--- src/hw/rtl/ppfl_pkg.sv ---
package ppfl_pkg;

    localparam int POOL_ENTRIES_DEF = 1024;
    localparam int MAX_RUN_DEF      = 64;

    localparam int OP_W     = 2;
    localparam int CNT_W    = 7;
    localparam int HANDLE_W = 10;
    localparam int COUNT_W  = 11;

    localparam logic [COUNT_W-1:0] POOL_SIZE_RST = 11'd1024;
    localparam logic [COUNT_W-1:0] COUNT_MAX     = 11'd2047;

    localparam logic [OP_W-1:0] OP_RESET_ALL = 2'd0;
    localparam logic [OP_W-1:0] OP_ALLOC     = 2'd1;
    localparam logic [OP_W-1:0] OP_FREE      = 2'd2;

    localparam logic STATUS_OK    = 1'b0;
    localparam logic STATUS_EMPTY = 1'b1;

    localparam int  PADDR_W       = 3;
    localparam logic REG_POOL_SIZE = 1'b0;

    typedef enum logic [2:0] {
        ST_IDLE,
        ST_SWEEP,
        ST_SINGLE,
        ST_POP_RD,
        ST_POP_WB
    } state_t;

    typedef struct packed {
        logic [OP_W-1:0]     operation;
        logic [CNT_W-1:0]    alloc_count;
        logic [HANDLE_W-1:0] handle;
    } item_t;

    typedef struct packed {
        logic                status;
        logic [HANDLE_W-1:0] granted_handle;
        logic                last;
        logic [COUNT_W-1:0]  free_count;
        logic [COUNT_W-1:0]  lost_count;
    } result_t;

endpackage

--- src/hw/rtl/ppfl_ctrl.sv ---
module ppfl_ctrl #(
    parameter int POOL_ENTRIES = ppfl_pkg::POOL_ENTRIES_DEF,
    parameter int MAX_RUN      = ppfl_pkg::MAX_RUN_DEF,
    localparam int ADDR_W      = $clog2(POOL_ENTRIES),
    localparam int LINK_W      = $clog2(POOL_ENTRIES + 1)
) (
    input  logic                            aclk,
    input  logic                            aresetn,
    input  logic [ppfl_pkg::COUNT_W-1:0]    pool_size,
    input  logic                            in_valid,
    output logic                            in_ready,
    input  ppfl_pkg::item_t                 in_item,
    output logic                            out_valid,
    input  logic                            out_ready,
    output ppfl_pkg::result_t               out_result,
    output logic                            ram_we,
    output logic [ADDR_W-1:0]               ram_waddr,
    output logic [LINK_W-1:0]               ram_wdata,
    output logic                            ram_re,
    output logic [ADDR_W-1:0]               ram_raddr,
    input  logic [LINK_W-1:0]               ram_rdata
);

    localparam int RUN_W = $clog2(MAX_RUN + 1);
    localparam logic [LINK_W-1:0] NULL_LINK = LINK_W'(POOL_ENTRIES);

    ppfl_pkg::state_t state_reg, state_next;
    logic [ppfl_pkg::OP_W-1:0]     op_reg, op_next;
    logic [RUN_W-1:0]              cnt_reg, cnt_next;
    logic [ppfl_pkg::HANDLE_W-1:0] h_reg, h_next;
    logic [LINK_W-1:0]             head_reg, head_next;
    logic [ppfl_pkg::COUNT_W-1:0]  total_reg, total_next;
    logic [ADDR_W-1:0]             sweep_reg, sweep_next;
    logic                          out_valid_reg, out_valid_next;
    ppfl_pkg::result_t             result_reg, result_next;

    logic [ppfl_pkg::COUNT_W-1:0]  eff_size;
    logic [RUN_W-1:0]              cnt_clamped;
    logic                          out_free;
    logic                          emit;
    logic                          e_status;
    logic [ppfl_pkg::HANDLE_W-1:0] e_grant;
    logic                          e_last;
    logic                          sweep_last;
    logic                          head_null;
    logic                          handle_ok;

    assign eff_size = (32'(pool_size) > POOL_ENTRIES) ?
                      ppfl_pkg::COUNT_W'(POOL_ENTRIES) : pool_size;
    assign out_free   = !out_valid_reg || out_ready;
    assign sweep_last = (32'(sweep_reg) + 32'd1 == 32'(eff_size));
    assign head_null  = (head_reg >= NULL_LINK);
    assign handle_ok  = (32'(h_reg) < POOL_ENTRIES);

    always_comb begin
        if (in_item.alloc_count == '0) begin
            cnt_clamped = RUN_W'(1);
        end else if (32'(in_item.alloc_count) > MAX_RUN) begin
            cnt_clamped = RUN_W'(MAX_RUN);
        end else begin
            cnt_clamped = RUN_W'(in_item.alloc_count);
        end
    end

    always_comb begin
        state_next = state_reg;
        op_next    = op_reg;
        cnt_next   = cnt_reg;
        h_next     = h_reg;
        head_next  = head_reg;
        total_next = total_reg;
        sweep_next = sweep_reg;
        ram_we     = 1'b0;
        ram_waddr  = '0;
        ram_wdata  = '0;
        ram_re     = 1'b0;
        ram_raddr  = '0;
        emit       = 1'b0;
        e_status   = ppfl_pkg::STATUS_OK;
        e_grant    = '0;
        e_last     = 1'b1;

        unique case (state_reg)
            ppfl_pkg::ST_IDLE: begin
                if (in_valid) begin
                    op_next    = in_item.operation;
                    cnt_next   = cnt_clamped;
                    h_next     = in_item.handle;
                    sweep_next = '0;
                    if (in_item.operation == ppfl_pkg::OP_RESET_ALL && eff_size != '0) begin
                        state_next = ppfl_pkg::ST_SWEEP;
                    end else if (in_item.operation == ppfl_pkg::OP_ALLOC) begin
                        state_next = ppfl_pkg::ST_POP_RD;
                    end else begin
                        state_next = ppfl_pkg::ST_SINGLE;
                    end
                end
            end
            ppfl_pkg::ST_SWEEP: begin
                ram_we    = 1'b1;
                ram_waddr = sweep_reg;
                ram_wdata = sweep_last ? NULL_LINK : LINK_W'(sweep_reg) + LINK_W'(1);
                if (!sweep_last) begin
                    sweep_next = sweep_reg + ADDR_W'(1);
                end else if (out_free) begin
                    head_next  = '0;
                    total_next = eff_size;
                    emit       = 1'b1;
                    state_next = ppfl_pkg::ST_IDLE;
                end
            end
            ppfl_pkg::ST_SINGLE: begin
                if (out_free) begin
                    if (op_reg == ppfl_pkg::OP_FREE && handle_ok) begin
                        ram_we    = 1'b1;
                        ram_waddr = ADDR_W'(h_reg);
                        ram_wdata = head_reg;
                        head_next = LINK_W'(h_reg);
                        if (total_reg < ppfl_pkg::COUNT_MAX) begin
                            total_next = total_reg + ppfl_pkg::COUNT_W'(1);
                        end
                    end else if (op_reg == ppfl_pkg::OP_RESET_ALL) begin
                        head_next  = NULL_LINK;
                        total_next = '0;
                    end
                    emit       = 1'b1;
                    state_next = ppfl_pkg::ST_IDLE;
                end
            end
            ppfl_pkg::ST_POP_RD: begin
                if (head_null) begin
                    if (out_free) begin
                        emit       = 1'b1;
                        e_status   = ppfl_pkg::STATUS_EMPTY;
                        state_next = ppfl_pkg::ST_IDLE;
                    end
                end else begin
                    ram_re     = 1'b1;
                    ram_raddr  = ADDR_W'(head_reg);
                    state_next = ppfl_pkg::ST_POP_WB;
                end
            end
            ppfl_pkg::ST_POP_WB: begin
                if (out_free) begin
                    emit      = 1'b1;
                    e_grant   = ppfl_pkg::HANDLE_W'(head_reg);
                    e_last    = (cnt_reg == RUN_W'(1));
                    head_next = ram_rdata;
                    cnt_next  = cnt_reg - RUN_W'(1);
                    if (total_reg != '0) begin
                        total_next = total_reg - ppfl_pkg::COUNT_W'(1);
                    end
                    if (cnt_reg == RUN_W'(1)) begin
                        state_next = ppfl_pkg::ST_IDLE;
                    end else if (ram_rdata >= NULL_LINK) begin
                        state_next = ppfl_pkg::ST_POP_RD;
                    end else begin
                        ram_re    = 1'b1;
                        ram_raddr = ADDR_W'(ram_rdata);
                    end
                end
            end
            default: begin
                state_next = ppfl_pkg::ST_IDLE;
            end
        endcase
    end

    always_comb begin
        result_next = result_reg;
        if (emit) begin
            result_next.status         = e_status;
            result_next.granted_handle = e_grant;
            result_next.last           = e_last;
            result_next.free_count     = total_next;
            result_next.lost_count     = (eff_size > total_next) ? eff_size - total_next : '0;
        end
        out_valid_next = emit ? 1'b1 : (out_ready ? 1'b0 : out_valid_reg);
    end

    always_ff @(posedge aclk) begin
        if (!aresetn) begin
            state_reg     <= ppfl_pkg::ST_IDLE;
            out_valid_reg <= 1'b0;
            head_reg      <= NULL_LINK;
            total_reg     <= '0;
        end else begin
            state_reg     <= state_next;
            out_valid_reg <= out_valid_next;
            head_reg      <= head_next;
            total_reg     <= total_next;
        end
    end

    always_ff @(posedge aclk) begin
        op_reg     <= op_next;
        cnt_reg    <= cnt_next;
        h_reg      <= h_next;
        sweep_reg  <= sweep_next;
        result_reg <= result_next;
    end

    assign in_ready   = (state_reg == ppfl_pkg::ST_IDLE);
    assign out_valid  = out_valid_reg;
    assign out_result = result_reg;

    a_write_states: assert property (@(posedge aclk) disable iff (!aresetn)
        ram_we |-> (state_reg == ppfl_pkg::ST_SWEEP || state_reg == ppfl_pkg::ST_SINGLE))
        else $error("link write outside sweep or push");

    a_no_rw_overlap: assert property (@(posedge aclk) disable iff (!aresetn)
        !(ram_we && ram_re))
        else $error("link read and write in the same cycle");

    a_accept_busy: assert property (@(posedge aclk) disable iff (!aresetn)
        (in_valid && in_ready) |=> (state_reg != ppfl_pkg::ST_IDLE))
        else $error("item accepted but block stayed idle");

    a_run_open: assert property (@(posedge aclk) disable iff (!aresetn)
        (out_valid_reg && !result_reg.last) |->
        (state_reg == ppfl_pkg::ST_POP_RD || state_reg == ppfl_pkg::ST_POP_WB))
        else $error("non-final result while no run is open");

    a_empty_null: assert property (@(posedge aclk) disable iff (!aresetn)
        (emit && e_status == ppfl_pkg::STATUS_EMPTY) |-> head_null)
        else $error("pool empty reported with a live head");

endmodule
--- config.mk ---
export PLATFORM = sky130hd
export DESIGN_NAME = ppfl_ctrl
export DESIGN_NICKNAME = d
export VERILOG_FILES = /design/src/hw/rtl/ppfl_pkg.sv /design/src/hw/rtl/ppfl_ctrl.sv
export SDC_FILE = /design/constraint.sdc
export NUM_CORES = 1
export LEC_CHECK = 0
export BUFFER_PORTS_ARGS = -buffer_cell sky130_fd_sc_hd__buf_2
export CAP_MARGIN = 10
export CORE_ASPECT_RATIO = 0.7
export CORE_MARGIN = 2
export CORE_UTILIZATION = 57
export CTS_CLUSTER_DIAMETER = 80
export DETAILED_ROUTE_END_ITERATION = 7
export PLACE_DENSITY = 0.89
export SETUP_SLACK_MARGIN = 0.2
export SLEW_MARGIN = 20
export SYNTH_ARGS = -nofsm -noshare
export SYNTH_HDL_FRONTEND = slang
export SYNTH_SLANG_ARGS = --single-unit
--- constraint.sdc ---
create_clock -name aclk -period 6.6 [get_ports aclk]
set_input_delay 1.65 -clock aclk [delete_from_list [all_inputs] [get_ports aclk]]
set_output_delay 1.65 -clock aclk [all_outputs]
set_load 0.02 [all_outputs]
Yosys cells after proc, flatten, opt, wreduce, memory -nomap -nowiden
Cells that the tools add are included.
{"block": "op_classes", "n_addsub": 7, "n_lt_le_gt_ge": 6, "eq_ne": 16, "muxes": 61, "n_reduce_logical": 20}
{"cell": "$mux 11", "n": 18}
{"cell": "$mux 10", "n": 8}
{"cell": "$pmux 11 s3", "n": 2}
{"cell": "$pmux 10 s2", "n": 3}
{"cell": "$mux 7", "n": 4}
{"cell": "$add 10x1->11 const B", "n": 2}
{"cell": "$ge 11x11->1 const B", "n": 2}
{"cell": "$pmux 11 s2", "n": 1}
{"cell": "$reduce_bool 11->1", "n": 2}
{"cell": "$mux 3", "n": 7}
{"cell": "$pmux 3 s5", "n": 1}
{"cell": "$pmux 7 s2", "n": 1}
{"cell": "$mux 1", "n": 12}
{"cell": "$ne 2x2->1 const B", "n": 6}
{"cell": "$add 11x1->11 const B", "n": 1}
{"cell": "$eq 11x11->1", "n": 1}
{"cell": "$gt 11x11->1", "n": 1}
{"cell": "$gt 11x11->1 const B", "n": 1}
{"cell": "$lt 11x11->1 const B", "n": 1}
{"cell": "$sub 11x1->11 const B", "n": 1}
{"cell": "$sub 11x11->11", "n": 1}
{"cell": "$add 10x1->10 const B", "n": 1}
{"cell": "$eq 7x1->1 const B", "n": 1}
{"cell": "$gt 7x7->1 const B", "n": 1}
{"cell": "23 further kinds", "n": 31}
{"block": "totals", "regBits": 89, "input_bits": 45, "out_inout_bits": 69, "wordCells": 123}

Logic depth before layout (Yosys ltp)
{"block": "logic_depth", "word_depth": 7, "ltp_mapped": 21, "depth_no_buf": 20}

Worst setup path after synthesis
Ideal clock, no wire load.
{"block": "synth_timing", "path_type": "in2reg", "startpoint": "in pool_size[0] (netlist bit)", "endpoint": "reg result_reg (netlist bit out_result[8]) (data pin)", "setup_ns": 0.292, "arrival_ns": 5.511, "required_ns": 6.308, "path_slack_ns": 0.796, "stages": 18, "n_path_buf": 1, "cell_sequence": "nor4_1 nand3_1 a21boi_0 o22a_1 or3_1 buf_6 nor3_2 o21a_1 o22ai_1 ha_1 nor2b_1 o21ai_0 a21oi_1 o21a_1 o311ai_0 a21oi_1 o31ai_1 nor3b_1"}
{"block": "synth_via", "elab_chain_cells": 6, "word_cells_on_any_way": 8, "cone_classes": "1 x add/sub; 2 x order compare; 1 x eq/ne; 4 x mux"}
{"item": "from (decl)", "line": "ppfl_ctrl.sv:9", "text": "input logic [ppfl_pkg::COUNT_W-1:0] pool_size,"}
{"item": "$gt 11x11->1", "line": "ppfl_ctrl.sv:48", "text": "assign eff_size = (32'(pool_size) > POOL_ENTRIES) ?"}
{"item": "$mux 11 (*)", "line": "ppfl_ctrl.sv:48"}
{"item": "$eq 11x11->1 / $mux 11 (equally long branches)", "line": "ppfl_ctrl.sv:51, ppfl_ctrl.sv:105"}
{"item": "$mux 11", "line": "ppfl_ctrl.sv:103", "text": "if (!sweep_last) begin"}
{"item": "$pmux 11 s3", "line": "ppfl_ctrl.sv:83", "text": "unique case (state_reg)"}
{"item": "$sub 11x11->11 / $gt 11x11->1 (equally long branches)", "line": "ppfl_ctrl.sv:176", "text": "result_next.lost_count = (eff_size > total_next) ? eff_size - total_next : '0;"}
{"item": "to (signal assigned)", "line": "ppfl_ctrl.sv:200", "text": "result_reg <= result_next;"}
{"item": "to (decl)", "line": "ppfl_ctrl.sv:35", "text": "ppfl_pkg::result_t result_reg, result_next;"}
Every way passes the cells marked *; elsewhere a longest branch is shown, timed or not.
A chain may end at the register's enable or synchronous reset.

Worst setup path after layout
{"block": "layout_timing", "startpoint": "in pool_size[3] (netlist bit)", "endpoint": "reg result_reg (netlist bit out_result[9]) (data pin)"}
Same word-level chain as after synthesis.

==> flow_summary_export.csv <==
group,metric,value,unit
route,routed_wl,19600,um
logic_synthesis,synthArstFlopShare,0,
sta,timing.hold.ws,0.556,ns
logic_synthesis,synth_edf_count,63,
clocking,cts_hold_buf,0,
cells_and_area,final_cell_mix,"buf_2, nor2_1, edfxtp_1, nand2_1, o21ai_0",
route,wl_per_cell,21.6,um
logic_synthesis,synth_seq_cells,89,
logic_synthesis,syn_inst,682,
logic_synthesis,synth_top_area_share,0.306,
route,dr.first_iter.drc_count,899,
clocking,clkTransAtPathRegs,0.06,ns
route,vias,6149,
cells_and_area,fin_nets,836,
global_routing,grt_pass1_vias,5661,
die,io_pins,114,
cells_and_area,largest_reg_flops,34,
critical_path,startpoint_type,"input pin",
sta,tns,0,ns
global_routing,top_usage_layer,"met2",
die,die_w,128,um
route,via_per_inst,6.75,
logic_synthesis,avgSynthCellArea,9.06,um2
logic_synthesis,yosysTopAreaCell,"edfxtp_1",
cells_and_area,area_delta_synth_final,15.7,%
worst_hold_path,hold_path.class,"reg -> reg",
global_routing,grt_pass1_wl,30800,um
sta,slew_viol_final,0,
global_routing,met2_usage,0.513,
global_routing,grt_use_met3,0.0913,
clocking,root_buffer,"clkbuf_16",
cells_and_area,drive_above_1_share,0.221,
clocking,tritoncts,"built",
place,port_buffers,113,
die,rows,31,
logic_synthesis,synth_nets,744,
logic_synthesis,synth.distinct_cells,78,
global_routing,antenna_found_initial,0,
logic_synthesis,synth_top_flop_cell,"edfxtp_1",
sta,clock_skew,0.00965,ns
critical_path,cp_max_fo,10,
clocking,clockBufferDepth,2,
run_status,status,"completed",
cells_and_area,fill_cells,800,
global_routing,grt_usage,0.338,
logic_synthesis,synth_area,0.00618,mm2
die,die_h,91.1,um
place,gp_congestion,0.996,
sta,slew_headroom,0.311,
critical_path,crit_arrival,6.14,ns
critical_path,crit_required,6.69,ns
power,irDropWorstVdd,0.161,mV
logic_synthesis,seq_area_frac_synth,0.391,
logic_synthesis,yosys_warnings,0,
sta,hold_viol,0,
clocking,clock-sinks,89,
sta,tightest_slew,1.03,ns
logic_synthesis,netlist_top_cells_area,"edfxtp_1, dfxtp_1, nor2_1",
critical_path,cp-end-kind,"register",
global_routing,grt.overflow.total,0,
sta,rsz0062_at_grt,"false",
die,start_util,0.592,
die,die_area,0.0117,mm2
global_routing,use_met1,0.486,
sta,fin_crit_sh,0.916,
route,firstDrtPassIters,6,
cells_and_area,seq_area,0.00241,mm2
sta,min_period,6.04,ns
clocking,cts_made_buffers,9,
route,antenna_left,0,
route,drc,0,
global_routing,grt_max_degree,31,
power,p_leak,2.87,nW
sta,setup_violations,0,
cells_and_area,multi_input_area,0.00349,mm2
critical_path,path_class,"in -> reg",
clocking,cts_max_level,3,
clocking,clk_latency,0.36,ns
place,place_hpwl,14600,um
power,p_per_area,267,mW/mm2
sta,fmax,0.165,GHz
cells_and_area,antennaDiodeCount,0,
job,maxCapViolCount,0,
cells_and_area,final_common_cell,"buf_2",
die,core,0.0104,mm2
Yosys cell counts (all sizes together), types with 4 or more instances:
master,number
o22ai,7
nand4b,4
o21a,11
nor2,67
nand4,9
o31ai,8
xor2,11
nand2,51
nand2b,15
nor3,23
edfxtp,63
or3,6
ha,16
o22a,5
a211oi,12
clkbuf,38
a22oi,11
xnor2,12
and4,4
a31oi,6
and2,17
mux2i,5
inv,24
nor3b,5
nor2b,15
nor4,6
and3,5
a21o,8
o221a,4
a21oi,29
o21ai,43
a22o,11
a32o,9
o211ai,4
nand3b,6
xnor3,5
dfxtp,26
a41oi,4
buf,10
nand3,23
report_power, final:
part / switching [mW] / internal (mW) / leakage, nW
clock network: 0.243 / 0.286 / 0.152
logic: 0.387 / 0.223 / 1.90
registers: 0.0790 / 0.694 / 0.823
layout make-up:
type / count / area share
repair buffers: 129 / 0.0959
multi-input cells: 520 / 0.488
clock buffers: 10 / 0.0350
well taps: 132 / 0.0231
clock inverters: 6 / 0.00753
flip-flops and latches: 89 / 0.337
inverters: 25 / 0.0131
repair_timing:
item,CTS,global route
gates resized for setup,0,1
setup buffers,0,0
hold endpoints to repair,0,0
setup endpoints to repair,0,6
critical path, cell delays in order:
cell and delay [ns]:
buf_2 0.12, nor4_1 0.42, nand3_1 0.22, a21boi_0 0.17, o22a_1 0.24, or3_1 0.53
nor3_4 0.32, o21a_1 0.21, o22ai_1 0.09, ha_1 0.33, nor2b_1 0.13, o21ai_0 0.18
a21oi_1 0.12, o21a_1 0.20, o311ai_0 0.50, a21oi_1 0.19, o31ai_1 0.24, buf_4 0.21
nor3_1 0.07
cell families after synthesis:
kind of cell    synth area share
compound gates             0.242
xor+xnor                  0.0521
fa+ha+maj                 0.0356
buf+inv                   0.0478
flops                      0.391
mux                      0.00993
simple gates               0.222
final timing paths:
kind	from	end	slack, ns	cells past startpoint
worst max-delay path	pool_size[3]	out_result[9]$_SDFFCE_PP0P_	0.56	19
worst min-delay path	head_reg[3]$_SDFFE_PN0P_	head_reg[3]$_SDFFE_PN0P_	0.56	2
worst max register to register	sweep_reg[0]$_SDFFCE_PN0P_	out_result[9]$_SDFFCE_PP0P_	0.74	19
worst min register to register	head_reg[3]$_SDFFE_PN0P_	head_reg[3]$_SDFFE_PN0P_	0.56	2
metrics by stage:
stage / instance area (um2) / util / setup WS [ns] / cells / power [mW]
4_1_cts: 7140 / 0.684 / 0.614 / 911 / 1.89
6_report: 7150 / 0.685 / 0.556 / 911 / 1.91
5_1_grt: 7150 / 0.685 / 0.236 / 911 / 2.00
3_5_place_dp: 6840 / 0.655 / 0.301 / 895 / 1.37
3_3_place_gp: 6840 / 0.655 / 0.458 / 895 / 1.36
2_1_floorplan: 6180 / - / 0.796 / 682 / 1.19
per-layer routing:
layer	up-vias	part of all wire	routed length [um]
li1	2757	-	-
met1	2859	0.40	7880
met2	487	0.44	8660
met3	46	0.14	2740
met4	0	0.018	361
met5	-	0	0
Note: power is estimated with default switching activity, not from simulation.
